<file path="src/sv/ascon_pkg.sv">
// Shared types, codes and helper functions for the Ascon-128 AEAD engine.
// Used by the channel interfaces, the round unit and the top level.
package ascon_pkg;

    localparam int unsigned WORD_W  = 64;
    localparam int unsigned WORDS   = 5;
    localparam int unsigned RND_W   = 4;
    localparam int unsigned BCNT_W  = 4;
    localparam int unsigned CFG_IDX_W = 1;

    localparam logic [WORD_W-1:0] ASCON_IV = 64'h80400c0600000000;

    localparam logic [RND_W-1:0] RND_FIRST_P12 = 4'd0;
    localparam logic [RND_W-1:0] RND_FIRST_P6  = 4'd6;
    localparam logic [RND_W-1:0] RND_LAST      = 4'd11;

    localparam logic [BCNT_W-1:0] FULL_BLOCK = 4'd8;

    typedef logic [WORDS-1:0][WORD_W-1:0] t_state;

    typedef enum logic [2:0] {
        ACT_INIT     = 3'd0,
        ACT_ABSORB   = 3'd1,
        ACT_END_AD   = 3'd2,
        ACT_ENCRYPT  = 3'd3,
        ACT_DECRYPT  = 3'd4,
        ACT_FINALIZE = 3'd5
    } t_action;

    typedef enum logic [CFG_IDX_W-1:0] {
        CFG_KEY_HIGH = 1'b0,
        CFG_KEY_LOW  = 1'b1
    } t_cfg_reg;

    // Round constant: high nibble is 15 minus the round index, low nibble the index.
    function automatic logic [7:0] round_const(input logic [RND_W-1:0] rnd);
        return {~rnd, rnd};
    endfunction

    function automatic logic [WORD_W-1:0] rotr(input logic [WORD_W-1:0] v,
                                               input int unsigned n);
        return (v >> n) | (v << (WORD_W - n));
    endfunction

endpackage

</file>
<file path="src/sv/ascon_in_if.sv">
// Input channel of the Ascon engine: valid/ready handshake and one item.
// Depends on ascon_pkg for field widths.
interface ascon_in_if;
    logic                             valid;
    logic                             ready;
    logic [2:0]                       action;
    logic [ascon_pkg::WORD_W-1:0]     data_in;
    logic [ascon_pkg::BCNT_W-1:0]     byte_count;
    logic [ascon_pkg::WORD_W-1:0]     nonce_high;
    logic [ascon_pkg::WORD_W-1:0]     nonce_low;
    logic [ascon_pkg::WORD_W-1:0]     expected_tag_high;
    logic [ascon_pkg::WORD_W-1:0]     expected_tag_low;

    modport source (
        output valid, action, data_in, byte_count, nonce_high, nonce_low,
               expected_tag_high, expected_tag_low,
        input  ready
    );

    modport sink (
        input  valid, action, data_in, byte_count, nonce_high, nonce_low,
               expected_tag_high, expected_tag_low,
        output ready
    );
endinterface

</file>
<file path="src/sv/ascon_out_if.sv">
// Result channel of the Ascon engine: valid/ready handshake and one item.
// Depends on ascon_pkg for field widths.
interface ascon_out_if;
    logic                             valid;
    logic                             ready;
    logic [ascon_pkg::WORD_W-1:0]     data_out;
    logic [ascon_pkg::WORD_W-1:0]     tag_high;
    logic [ascon_pkg::WORD_W-1:0]     tag_low;
    logic                             tag_match;

    modport source (
        output valid, data_out, tag_high, tag_low, tag_match,
        input  ready
    );

    modport sink (
        input  valid, data_out, tag_high, tag_low, tag_match,
        output ready
    );
endinterface

</file>
<file path="src/sv/ascon_round.sv">
// One Ascon permutation round: constant addition, S-box layer, linear layer.
// Depends on ascon_pkg for the state type, round constant and rotation.
module ascon_round (
    input  ascon_pkg::t_state                 i_x,
    input  logic [ascon_pkg::RND_W-1:0]       i_rnd,
    output ascon_pkg::t_state                 o_x
);

    ascon_pkg::t_state w_a;
    ascon_pkg::t_state w_t;
    ascon_pkg::t_state w_b;
    ascon_pkg::t_state w_c;

    always_comb begin
        // Constant addition and the input half of the S-box.
        w_a    = i_x;
        w_a[2] = i_x[2] ^ {56'd0, ascon_pkg::round_const(i_rnd)};
        w_a[0] = w_a[0] ^ w_a[4];
        w_a[4] = w_a[4] ^ w_a[3];
        w_a[2] = w_a[2] ^ w_a[1];

        for (int i = 0; i < 5; i++) begin
            w_t[i] = ~w_a[i] & w_a[(i + 1) % 5];
        end
        for (int i = 0; i < 5; i++) begin
            w_b[i] = w_a[i] ^ w_t[(i + 1) % 5];
        end

        // Output half of the S-box.
        w_c    = w_b;
        w_c[1] = w_b[1] ^ w_b[0];
        w_c[0] = w_b[0] ^ w_b[4];
        w_c[3] = w_b[3] ^ w_b[2];
        w_c[2] = ~w_b[2];

        o_x[0] = w_c[0] ^ ascon_pkg::rotr(w_c[0], 19) ^ ascon_pkg::rotr(w_c[0], 28);
        o_x[1] = w_c[1] ^ ascon_pkg::rotr(w_c[1], 61) ^ ascon_pkg::rotr(w_c[1], 39);
        o_x[2] = w_c[2] ^ ascon_pkg::rotr(w_c[2], 1)  ^ ascon_pkg::rotr(w_c[2], 6);
        o_x[3] = w_c[3] ^ ascon_pkg::rotr(w_c[3], 10) ^ ascon_pkg::rotr(w_c[3], 17);
        o_x[4] = w_c[4] ^ ascon_pkg::rotr(w_c[4], 7)  ^ ascon_pkg::rotr(w_c[4], 41);
    end

endmodule

</file>
<file path="src/sv/ascon_aead_engine.sv">
// Ascon-128 AEAD engine top level: sequencer, state, key registers, result register.
// Sequence from accept to result valid: a full AD, encrypt or decrypt block runs six
// rounds through the single round unit, then the result stage; init and finalize run
// twelve rounds, then the result stage; end-of-AD and padded last message blocks go straight to it.
// One item is in work at a time; a new item is taken only once the last has left the result stage.
// Synchronous active-low reset clears the permutation state, key and handshakes.
module ascon_aead_engine (
    input  logic                                i_clk,
    input  logic                                i_rst_n,
    input  logic                                i_cfg_we,
    input  logic [ascon_pkg::CFG_IDX_W-1:0]     i_cfg_idx,
    input  logic [ascon_pkg::WORD_W-1:0]        i_cfg_data,
    ascon_in_if.sink                            i_in_ch,
    ascon_out_if.source                         o_out_ch
);

    // Sequencer states. IDLE takes an item and applies everything that happens
    // before the permutation; ROUND runs one round per cycle through the shared
    // round unit; EMIT applies the post-permutation step and loads the result.
    typedef enum logic [2:0] {
        ST_IDLE  = 3'b001,
        ST_ROUND = 3'b010,
        ST_EMIT  = 3'b100
    } t_seq_state;

    t_seq_state                        r_state, n_state;
    ascon_pkg::t_state                 r_x, n_x;
    logic [ascon_pkg::RND_W-1:0]       r_rnd, n_rnd;
    ascon_pkg::t_action                r_act, n_act;
    logic [ascon_pkg::WORD_W-1:0]      r_dout, n_dout;
    logic [ascon_pkg::WORD_W-1:0]      r_exp_hi, n_exp_hi;
    logic [ascon_pkg::WORD_W-1:0]      r_exp_lo, n_exp_lo;
    logic [ascon_pkg::WORD_W-1:0]      r_key_hi, r_key_lo;

    logic                              r_out_valid, n_out_valid;
    logic [ascon_pkg::WORD_W-1:0]      r_out_dout, n_out_dout;
    logic [ascon_pkg::WORD_W-1:0]      r_out_tag_hi, n_out_tag_hi;
    logic [ascon_pkg::WORD_W-1:0]      r_out_tag_lo, n_out_tag_lo;
    logic                              r_out_match, n_out_match;

    ascon_pkg::t_state                 w_round_x;
    logic                              w_accept;
    logic                              w_emit;
    logic [ascon_pkg::BCNT_W-1:0]      w_n;
    logic                              w_full;
    logic [ascon_pkg::WORD_W-1:0]      w_mask;
    logic [ascon_pkg::WORD_W-1:0]      w_pad;
    logic [ascon_pkg::WORD_W-1:0]      w_data;
    logic [ascon_pkg::WORD_W-1:0]      w_tag_hi;
    logic [ascon_pkg::WORD_W-1:0]      w_tag_lo;

    ascon_round u_round (
        .i_x   (r_x),
        .i_rnd (r_rnd),
        .o_x   (w_round_x)
    );

    // The input side is open only while no item is in work. The result
    // register decouples the two sides, so a waiting result does not block it.
    assign i_in_ch.ready = (r_state == ST_IDLE);
    assign w_accept      = i_in_ch.valid && (r_state == ST_IDLE);
    assign w_emit        = (r_state == ST_EMIT) && (!r_out_valid || o_out_ch.ready);

    // Byte counts above eight count as a full block. The mask keeps the
    // leading valid bytes, and the pad byte sits right after them.
    assign w_n    = (i_in_ch.byte_count > ascon_pkg::FULL_BLOCK) ? ascon_pkg::FULL_BLOCK
                                                                 : i_in_ch.byte_count;
    assign w_full = (w_n == ascon_pkg::FULL_BLOCK);
    assign w_mask = w_full ? {ascon_pkg::WORD_W{1'b1}}
                           : ~({ascon_pkg::WORD_W{1'b1}} >> {w_n[2:0], 3'b000});
    assign w_pad  = w_full ? '0 : (64'h8000_0000_0000_0000 >> {w_n[2:0], 3'b000});
    assign w_data = i_in_ch.data_in & w_mask;

    assign w_tag_hi = r_x[3] ^ r_key_hi;
    assign w_tag_lo = r_x[4] ^ r_key_lo;

    always_comb begin
        n_state      = r_state;
        n_x          = r_x;
        n_rnd        = r_rnd;
        n_act        = r_act;
        n_dout       = r_dout;
        n_exp_hi     = r_exp_hi;
        n_exp_lo     = r_exp_lo;
        n_out_valid  = r_out_valid && !o_out_ch.ready;
        n_out_dout   = r_out_dout;
        n_out_tag_hi = r_out_tag_hi;
        n_out_tag_lo = r_out_tag_lo;
        n_out_match  = r_out_match;

        unique case (r_state)
            ST_IDLE: begin
                if (w_accept) begin
                    n_act    = ascon_pkg::t_action'(i_in_ch.action);
                    n_dout   = '0;
                    n_exp_hi = i_in_ch.expected_tag_high;
                    n_exp_lo = i_in_ch.expected_tag_low;
                    n_state  = ST_EMIT;
                    unique case (i_in_ch.action)
                        ascon_pkg::ACT_INIT: begin
                            n_x     = {i_in_ch.nonce_low, i_in_ch.nonce_high,
                                       r_key_lo, r_key_hi, ascon_pkg::ASCON_IV};
                            n_rnd   = ascon_pkg::RND_FIRST_P12;
                            n_state = ST_ROUND;
                        end
                        ascon_pkg::ACT_ABSORB: begin
                            // A short AD block is padded and still permuted.
                            n_x[0]  = r_x[0] ^ w_data ^ w_pad;
                            n_rnd   = ascon_pkg::RND_FIRST_P6;
                            n_state = ST_ROUND;
                        end
                        ascon_pkg::ACT_END_AD: begin
                            n_x[4] = r_x[4] ^ 64'd1;
                        end
                        ascon_pkg::ACT_ENCRYPT: begin
                            n_dout = (r_x[0] ^ w_data) & w_mask;
                            n_x[0] = r_x[0] ^ w_data ^ w_pad;
                            if (w_full) begin
                                n_rnd   = ascon_pkg::RND_FIRST_P6;
                                n_state = ST_ROUND;
                            end
                        end
                        ascon_pkg::ACT_DECRYPT: begin
                            // The ciphertext replaces the leading bytes of the rate
                            // word; trailing state bytes stay, then the pad goes in.
                            n_dout = (r_x[0] ^ w_data) & w_mask;
                            n_x[0] = (w_data | (r_x[0] & ~w_mask)) ^ w_pad;
                            if (w_full) begin
                                n_rnd   = ascon_pkg::RND_FIRST_P6;
                                n_state = ST_ROUND;
                            end
                        end
                        ascon_pkg::ACT_FINALIZE: begin
                            n_x[1]  = r_x[1] ^ r_key_hi;
                            n_x[2]  = r_x[2] ^ r_key_lo;
                            n_rnd   = ascon_pkg::RND_FIRST_P12;
                            n_state = ST_ROUND;
                        end
                        default: begin
                            // Unknown actions leave the state alone and give zeros.
                        end
                    endcase
                end
            end
            ST_ROUND: begin
                n_x   = w_round_x;
                n_rnd = r_rnd + 1'b1;
                if (r_rnd == ascon_pkg::RND_LAST) begin
                    n_state = ST_EMIT;
                end
            end
            ST_EMIT: begin
                if (w_emit) begin
                    n_out_valid  = 1'b1;
                    n_out_dout   = r_dout;
                    n_out_tag_hi = '0;
                    n_out_tag_lo = '0;
                    n_out_match  = 1'b0;
                    if (r_act == ascon_pkg::ACT_INIT) begin
                        n_x[3] = r_x[3] ^ r_key_hi;
                        n_x[4] = r_x[4] ^ r_key_lo;
                    end
                    if (r_act == ascon_pkg::ACT_FINALIZE) begin
                        n_out_tag_hi = w_tag_hi;
                        n_out_tag_lo = w_tag_lo;
                        n_out_match  = (w_tag_hi == r_exp_hi) && (w_tag_lo == r_exp_lo);
                    end
                    n_state = ST_IDLE;
                end
            end
            default: begin
                n_state = ST_IDLE;
            end
        endcase
    end

    always_ff @(posedge i_clk) begin
        if (!i_rst_n) begin
            r_state     <= ST_IDLE;
            r_x         <= '0;
            r_out_valid <= 1'b0;
        end else begin
            r_state     <= n_state;
            r_x         <= n_x;
            r_out_valid <= n_out_valid;
        end
    end

    // Key registers; the user must write them only while the engine is idle; the block does not enforce this.
    always_ff @(posedge i_clk) begin
        if (!i_rst_n) begin
            r_key_hi <= '0;
            r_key_lo <= '0;
        end else if (i_cfg_we) begin
            unique case (ascon_pkg::t_cfg_reg'(i_cfg_idx))
                ascon_pkg::CFG_KEY_HIGH: r_key_hi <= i_cfg_data;
                ascon_pkg::CFG_KEY_LOW:  r_key_lo <= i_cfg_data;
                default: begin
                end
            endcase
        end
    end

    always_ff @(posedge i_clk) begin
        r_rnd        <= n_rnd;
        r_act        <= n_act;
        r_dout       <= n_dout;
        r_exp_hi     <= n_exp_hi;
        r_exp_lo     <= n_exp_lo;
        r_out_dout   <= n_out_dout;
        r_out_tag_hi <= n_out_tag_hi;
        r_out_tag_lo <= n_out_tag_lo;
        r_out_match  <= n_out_match;
    end

    assign o_out_ch.valid     = r_out_valid;
    assign o_out_ch.data_out  = r_out_dout;
    assign o_out_ch.tag_high  = r_out_tag_hi;
    assign o_out_ch.tag_low   = r_out_tag_lo;
    assign o_out_ch.tag_match = r_out_match;

    // Init and finalize always go through the round unit.
    a_perm_start: assert property (@(posedge i_clk) disable iff (!i_rst_n)
        (w_accept && (i_in_ch.action == ascon_pkg::ACT_INIT ||
                      i_in_ch.action == ascon_pkg::ACT_FINALIZE))
        |=> (r_state == ST_ROUND))
        else $error("permuting action did not start the round sequence");

    // The last round hands over to the result stage.
    a_round_end: assert property (@(posedge i_clk) disable iff (!i_rst_n)
        (r_state == ST_ROUND && r_rnd == ascon_pkg::RND_LAST) |=> (r_state == ST_EMIT))
        else $error("round sequence overran its last round");

    // A new result appears only out of the result stage.
    a_out_source: assert property (@(posedge i_clk) disable iff (!i_rst_n)
        $rose(r_out_valid) |-> ($past(r_state) == ST_EMIT))
        else $error("result register loaded outside the result stage");

    // The round counter stays inside the twelve-round schedule while running.
    a_rnd_range: assert property (@(posedge i_clk) disable iff (!i_rst_n)
        (r_state == ST_ROUND) |-> (r_rnd <= ascon_pkg::RND_LAST))
        else $error("round index out of range");

endmodule

</file>
<file path="src/flat_wrapper.sv">
// flat-port wrapper written by rule: the top's interface ports become plain ports
module ascon_aead_engine_flat 
  (i_clk, i_rst_n, i_cfg_we, i_cfg_idx, i_cfg_data, i_in_ch_valid, i_in_ch_action, i_in_ch_data_in, i_in_ch_byte_count, i_in_ch_nonce_high, i_in_ch_nonce_low, i_in_ch_expected_tag_high, i_in_ch_expected_tag_low, i_in_ch_ready, o_out_ch_valid, o_out_ch_data_out, o_out_ch_tag_high, o_out_ch_tag_low, o_out_ch_tag_match, o_out_ch_ready);
  ascon_in_if i_in_ch_i ();
  ascon_out_if o_out_ch_i ();
  input  logic i_clk;
  input  logic i_rst_n;
  input  logic i_cfg_we;
  input  logic [ascon_pkg::CFG_IDX_W-1:0] i_cfg_idx;
  input  logic [ascon_pkg::WORD_W-1:0] i_cfg_data;
  input wire logic [$bits(i_in_ch_i.valid)-1:0] i_in_ch_valid;
  input wire logic [$bits(i_in_ch_i.action)-1:0] i_in_ch_action;
  input wire logic [$bits(i_in_ch_i.data_in)-1:0] i_in_ch_data_in;
  input wire logic [$bits(i_in_ch_i.byte_count)-1:0] i_in_ch_byte_count;
  input wire logic [$bits(i_in_ch_i.nonce_high)-1:0] i_in_ch_nonce_high;
  input wire logic [$bits(i_in_ch_i.nonce_low)-1:0] i_in_ch_nonce_low;
  input wire logic [$bits(i_in_ch_i.expected_tag_high)-1:0] i_in_ch_expected_tag_high;
  input wire logic [$bits(i_in_ch_i.expected_tag_low)-1:0] i_in_ch_expected_tag_low;
  output wire logic [$bits(i_in_ch_i.ready)-1:0] i_in_ch_ready;
  output wire logic [$bits(o_out_ch_i.valid)-1:0] o_out_ch_valid;
  output wire logic [$bits(o_out_ch_i.data_out)-1:0] o_out_ch_data_out;
  output wire logic [$bits(o_out_ch_i.tag_high)-1:0] o_out_ch_tag_high;
  output wire logic [$bits(o_out_ch_i.tag_low)-1:0] o_out_ch_tag_low;
  output wire logic [$bits(o_out_ch_i.tag_match)-1:0] o_out_ch_tag_match;
  input wire logic [$bits(o_out_ch_i.ready)-1:0] o_out_ch_ready;
  assign i_in_ch_i.valid = i_in_ch_valid;
  assign i_in_ch_i.action = i_in_ch_action;
  assign i_in_ch_i.data_in = i_in_ch_data_in;
  assign i_in_ch_i.byte_count = i_in_ch_byte_count;
  assign i_in_ch_i.nonce_high = i_in_ch_nonce_high;
  assign i_in_ch_i.nonce_low = i_in_ch_nonce_low;
  assign i_in_ch_i.expected_tag_high = i_in_ch_expected_tag_high;
  assign i_in_ch_i.expected_tag_low = i_in_ch_expected_tag_low;
  assign i_in_ch_ready = i_in_ch_i.ready;
  assign o_out_ch_valid = o_out_ch_i.valid;
  assign o_out_ch_data_out = o_out_ch_i.data_out;
  assign o_out_ch_tag_high = o_out_ch_i.tag_high;
  assign o_out_ch_tag_low = o_out_ch_i.tag_low;
  assign o_out_ch_tag_match = o_out_ch_i.tag_match;
  assign o_out_ch_i.ready = o_out_ch_ready;
  ascon_aead_engine u_core (.i_clk(i_clk), .i_rst_n(i_rst_n), .i_cfg_we(i_cfg_we), .i_cfg_idx(i_cfg_idx), .i_cfg_data(i_cfg_data), .i_in_ch(i_in_ch_i), .o_out_ch(o_out_ch_i));
endmodule
</file>
<file path="config.mk">
export PLATFORM = sky130hd
export DESIGN_NAME = ascon_aead_engine_flat
export DESIGN_NICKNAME = d
export VERILOG_FILES = /design/src/sv/ascon_pkg.sv /design/src/sv/ascon_in_if.sv /design/src/sv/ascon_out_if.sv /design/src/sv/ascon_round.sv /design/src/sv/ascon_aead_engine.sv /design/src/flat_wrapper.sv
export SDC_FILE = /design/constraint.sdc
export NUM_CORES = 2
export LEC_CHECK = 0
export BUFFER_PORTS_ARGS = -buffer_cell sky130_fd_sc_hd__buf_2
export CAP_MARGIN = 20
export CELL_PAD_IN_SITES_DETAIL_PLACEMENT = 1
export CELL_PAD_IN_SITES_GLOBAL_PLACEMENT = 1
export CORE_ASPECT_RATIO = 1.5
export CORE_MARGIN = 1
export CORE_UTILIZATION = 39
export CTS_BUF_LIST = sky130_fd_sc_hd__clkbuf_4
export DETAILED_ROUTE_END_ITERATION = 7
export PLACE_DENSITY = 0.77
export SYNTH_ARGS = -nofsm -noshare
export SYNTH_HDL_FRONTEND = slang
export SYNTH_SLANG_ARGS = --single-unit
</file>
<file path="constraint.sdc">
create_clock -name i_clk -period 26.7 [get_ports i_clk]
set_input_delay 2.67 -clock i_clk [delete_from_list [all_inputs] [get_ports i_clk]]
set_output_delay 2.67 -clock i_clk [all_outputs]
set_load 0.01 [all_outputs]
</file>
### After elaboration in Yosys (flattened, before gate mapping)

Cells that the tools add are included.

* add/subtract/negate cells: 1
* order comparisons: 1
* eq/ne operators: 24
* shift-type cells: 2
* muxes and demuxes: 24
* bitwise logic cells: 59
* reductions and logical operators: 26

Operator list (number)
* bitwise XOR 64 bit: 28
* AND 64 bit: 8
* inverter 64 bit: 8
* one-hot mux 128 bit (3 select lines): 1
* one-hot mux 192 bit (2 select lines): 1
* two-way mux 320 bit: 1
* two-way mux 128 bit: 2
* one-hot mux 128 bit (2 select lines): 1
* two-way mux 64 bit: 3
* one-hot mux 64 bit (3 select lines): 1
* == test 64 bit: 2
* one-hot mux 64 bit (2 select lines): 1
* >> shifter 64 x 6 -> 64 bit, first input constant: 2
* OR 23 x 64 -> 64 bit: 1
* OR 25 x 64 -> 64 bit: 1
* OR 3 x 64 -> 64 bit: 1
* OR 36 x 64 -> 64 bit: 1
* OR 45 x 64 -> 64 bit: 1
* OR 47 x 64 -> 64 bit: 1
* OR 54 x 64 -> 64 bit: 1
* OR 57 x 64 -> 64 bit: 1
* OR 58 x 64 -> 64 bit: 1
* OR 63 x 64 -> 64 bit: 1
* OR 64 bit: 1
* other kinds (35): 67

* register bits after elaboration: 844
* bits of input ports: 397
* output and inout bits: 195
* word-level logic and storage cells: 156

### Depth between registers and ports, before layout

* depth in word-level cells: 12
* depth in mapped cells: 10
* gate-level depth less buffers: 7

### Modules after synthesis

Synthesis repeated with hierarchy kept, for this count alone.

* cell total of the unflattened synthesis: 5650
* area, all modules: 55574.6 µm²

Modules (own cells, without submodules)
* ascon_aead_engine: times used 1, cells an instance 4094, area an instance 39346.5 µm², sequential area each 20820.0 µm²
* ascon_round: times used 1, cells an instance 1556, area an instance 16228.1 µm², sequential area each 0.0 µm²

### Worst setup path before layout

No wires, ideal clock.

* path kind: input to register
* from: in o_out_ch_ready
* to: reg u_core.r_out_dout (netlist bit u_core.o_out_ch.data_out[0]) (enable)
* library setup time: 749 ps
* data arrival time: 10743 ps
* required time: 25951 ps
* slack: 15208 ps
* stages on the path: 2
* buffers on the path: 0
* path through: nor2b_1 -> nor2_1

* word-level cells in the longest chain between the ends: 3

Ends and longest elaborated chain
* from (decl): line flat_wrapper.sv:25 `input wire logic [$bits(o_out_ch_i.ready)-1:0] o_out_ch_ready;`
* logical OR 1 bit: line ascon_aead_engine.sv:62 `assign w_emit = (r_state == ST_EMIT) && (!r_out_valid || o_out_ch.ready);`
* logical AND 1 bit: line ascon_aead_engine.sv:62
* AND reduction 2 bit (no source line)
* to (signal assigned): line ascon_aead_engine.sv:210 `r_out_dout <= n_out_dout;`
* to (decl): line ascon_aead_engine.sv:36 `logic [ascon_pkg::WORD_W-1:0] r_out_dout, n_out_dout;`

No other way between the ends.
A chain may end at the register's enable or synchronous reset.

### Worst setup path in the final report

* from: reg u_core.r_state[0]
* to: out i_in_ch_ready

* word-level cells in the longest chain between the ends: 1

Ends and longest elaborated chain
* from (decl): line ascon_aead_engine.sv:26 `t_seq_state r_state, n_state;`
* from (signal assigned): line ascon_aead_engine.sv:183 `r_state <= n_state;`
* == test 3 x 1 -> 1 bit: line ascon_aead_engine.sv:60 `assign i_in_ch.ready = (r_state == ST_IDLE);`
* to (decl): line flat_wrapper.sv:19 `output wire logic [$bits(i_in_ch_i.ready)-1:0] i_in_ch_ready;`

No other way between the ends.

==> impl_metrics.py <==
metrics = {
    "worst_setup_path": {
        "critical-path-slowest-cell": "dfxtp_1",
        "critPathBufInv": 1,
        "max_stage_delay_ns": 0.54,
        "cp.arrival_ns": 2.60,
        "path_class": "reg -> out",
        "timing.rr.start": "u_core.r_state[0]$_SDFFE_PN1P_",
        "critPathRequiredTime_ns": 24.03,
        "crit_fanout": 10,
        "path_delay_family": "flip-flops",
        "end_kind": "output port",
        "path_cells": "nor3b_2, buf_2",
        "cp-startpoint": "u_core.r_state[0]$_SDFFE_PN1P_",
        "startpoint_type": "flop",
        "rrSetupSlack_ns": 22.53,
    },
    "die": {
        "initial_core_util_pct": 39.24,
        "die_h_um": 455.5,
        "chipWidth_um": 304.3,
        "coreArea_um2": 136300,
        "num_io_pins": 592,
        "dieArea_um2": 138600,
        "num_rows": 166,
    },
    "finish": {
        "final_area_um2": 62020,
        "layout.nets": 7109,
        "instances_no_fill": 8552,
        "area_delta_synth_final_pct": 16.00,
        "drive_above_1_share_pct": 18.57,
    },
    "sta": {
        "worst_slew_pin_slew_ns": 1.404,
        "tns_ns": 0,
        "finalWorstPathRequiredPeriod_ns": 5.267,
        "setup_ws_ns": 21.43,
        "grt_setup_unrepaired": "no",
        "hold_viol": 0,
        "slew_headroom_pct": 5.711,
        "final_max_slew_viol_count": 0,
        "max_freq_mhz": 189.9,
        "final.period_utilization_pct": 19.73,
        "setup_viol": 0,
        "clock_skew_ns": 0.1738,
    },
    "worst_hold_path": {
        "min-delay-start": "u_core.r_dout[33]$_SDFFCE_PP0P_",
        "min_path_type": "reg -> reg",
    },
    "global_route": {
        "grt_remaining_overflow": 0,
        "grt_first_pass_wirelength_um": 403700,
        "grt_pass1_vias": 51740,
        "grt.total_usage_pct": 41.85,
        "grt_max_degree": 255,
        "antenna_found_initial": 32,
    },
    "job": {
        "cap_violations": 0,
    },
    "place": {
        "post-dp-hpwl_um": 228500,
        "postPlaceCellArea_um2": 58940,
        "port_buffers": 591,
        "gp_congestion": 1.077,
        "place_ws_ns": 20.66,
        "placed_cells": 8115,
    },
    "synth": {
        "yosys.area.top_type": "edfxtp_1",
        "yosys_register_bits": 844,
        "synth_edf_count": 392,
        "syn_area_per_cell_um2": 9.027,
        "ys_seq_area_share_pct": 38.94,
        "async_flop_share_pct": 0,
        "syn-num-nets": 6449,
        "syn_area_um2": 53470,
        "yosysWarnings": 0,
        "synth_top_area_share_pct": 22.02,
        "yosysUniqueCellTypes": 74,
        "synth_flop_cell": "dfxtp_1",
        "synth.most_common_cell": "xnor2_1",
        "yosys-top-cells-count": "xnor2_1 (874), nand2_1 (605), nor2_1 (598)",
        "syn_inst": 5923,
        "synth.area.top_cells": "edfxtp_1 (22%), dfxtp_1 (17%), xnor2_1 (14%), xor2_1 (4.8%), o21ai_0 (4.3%)",
    },
    "cts": {
        "numCtsBuffers": 222,
        "cts_resized": 0,
        "ctsHoldBuffers": 0,
        "clockBufferDepth": 3,
        "cts_root_buffer": "clkbuf_4",
        "htreeDepth": 4,
        "tritoncts": "done",
        "clk_pin_slew_worst_paths_ns": 0.07,
        "cts_sinks": 844,
        "postCtsSetupRepairBufs": 0,
        "clkLatencyLatePin_ns": 1.38,
    },
    "power": {
        "p_int_uw": 2755,
        "pwr-share-seq_pct": 32.0,
        "pwr-share-comb_pct": 42.5,
        "clkPwrFrac_pct": 25.5,
        "ir_drop_v": 0.00005140,
        "total_leakage_power_uw": 0.02204,
        "p_sw_uw": 2127,
        "power_density_nw_per_um2": 78.73,
        "swShare_pct": 43.57,
    },
    "route": {
        "ant_nets": 0,
        "drc": 0,
        "first_pass_iters": 5,
        "wl_per_cell_um": 34.60,
        "vias": 52060,
        "drtIter0Drc": 5044,
        "finalWirelength_um": 295900,
        "via_per_inst": 6.088,
    },
    "outcome": {
        "status": "complete, no violations",
    },
}
sequential cells by signal, summed over array words and instances, names as in the netlist, 3 cells and up:
signal and cells:
u_core.r_exp_lo 64, u_core.r_x 320, u_core.r_act 3, u_core.o_out_ch.tag_high 64
u_core.o_out_ch.tag_low 64, u_core.r_exp_hi 64, u_core.r_key_lo 64, u_core.r_state 3
u_core.o_out_ch.data_out 64, u_core.r_rnd 4, u_core.r_key_hi 64, u_core.r_dout 64
per-layer routing:
metal	global-route usage, %	share of wire [%]	up-vias
met2	64.27	44	3048
met1	44.63	34	25860
met5	0	0.036	-
met4	43.45	12	16
met3	12.55	10	1038
li1	-	-	22100
kinds of logic after synthesis:
| kind of cell | Yosys count | synth area share [%] |
|---|---|---|
| AO/OA/AOI/OAI | 1325 | 15.47 |
| XOR/XNOR | 1248 | 22.49 |
| adder cells (fa/ha/maj) | 188 | 4.147 |
| buffers and inverters | 573 | 4.442 |
| flip-flops | 844 | 38.94 |
| multiplexers | 14 | 0.2761 |
| AND/OR/NAND/NOR | 1731 | 14.23 |
placed cells by master (no fill, tap or decap), types with 32 or more instances in the layout:
cell type / n
a31oi_1: 79
xnor2_1: 851
o21ai_0: 464
nand2_1: 602
o2111a_1: 58
o211ai_1: 67
a221oi_1: 32
nor2_1: 593
a21oi_1: 354
edfxtp_1: 392
maj3_1: 49
buf_4: 218
xor2_1: 289
xnor3_1: 73
a22oi_1: 34
clkinv_1: 66
nand3_1: 236
clkbuf_4: 314
a41oi_1: 116
ha_1: 129
dfxtp_1: 452
inv_1: 194
or3_1: 118
buf_2: 590
and3_1: 49
final timing paths:
check	to	depth (start not counted)
setup / recovery	i_in_ch_ready	2
hold / removal	u_core.o_out_ch.data_out[33]$_DFFE_PP_	0
setup reg to reg	u_core.r_exp_lo[53]$_DFFE_PP_	4
hold reg to reg	u_core.o_out_ch.data_out[33]$_DFFE_PP_	0
power groups by stage:
stage          Clock (µW)  Sequential (µW)  Combinational [µW]
2_1_floorplan           0             1530                1050
3_3_place_gp            0             1580                1940
3_5_place_dp            0             1590                1960
4_1_cts              1260             1560                1970
5_1_grt              1320             1570                2070
6_report             1250             1560                2070
metrics by stage:
step                utilization (%)  hold WS [ns]  power [µW]
finish                        45.52        0.4082        4883
global route                  45.49        0.4136        4950
CTS                           45.41        0.4114        4791
detailed placement            43.25        0.4057        3542
global placement              43.20        0.4003        3517
floorplan                         -        0.4003        2586
worst register-to-register path: stages (launching register included):
cell and delay, ns:
dfxtp_1 0.54, nor3b_2 0.50, and2_4 0.78, buf_4 0.82, buf_4 1.02
cell type report:
type,count,area [µm²]
Fill cell,16000,74230
Clock inverter,95,573.1
Antenna cell,20,50.05
Sequential cell,844,20820
Timing Repair Buffer,814,4673
Tap cell,1764,2207
Inverter,195,734.5
Clock buffer,314,2357
Multi-Input combinational cell,4506,30600
No activity file was read; power rests on OpenSTA's default activity.
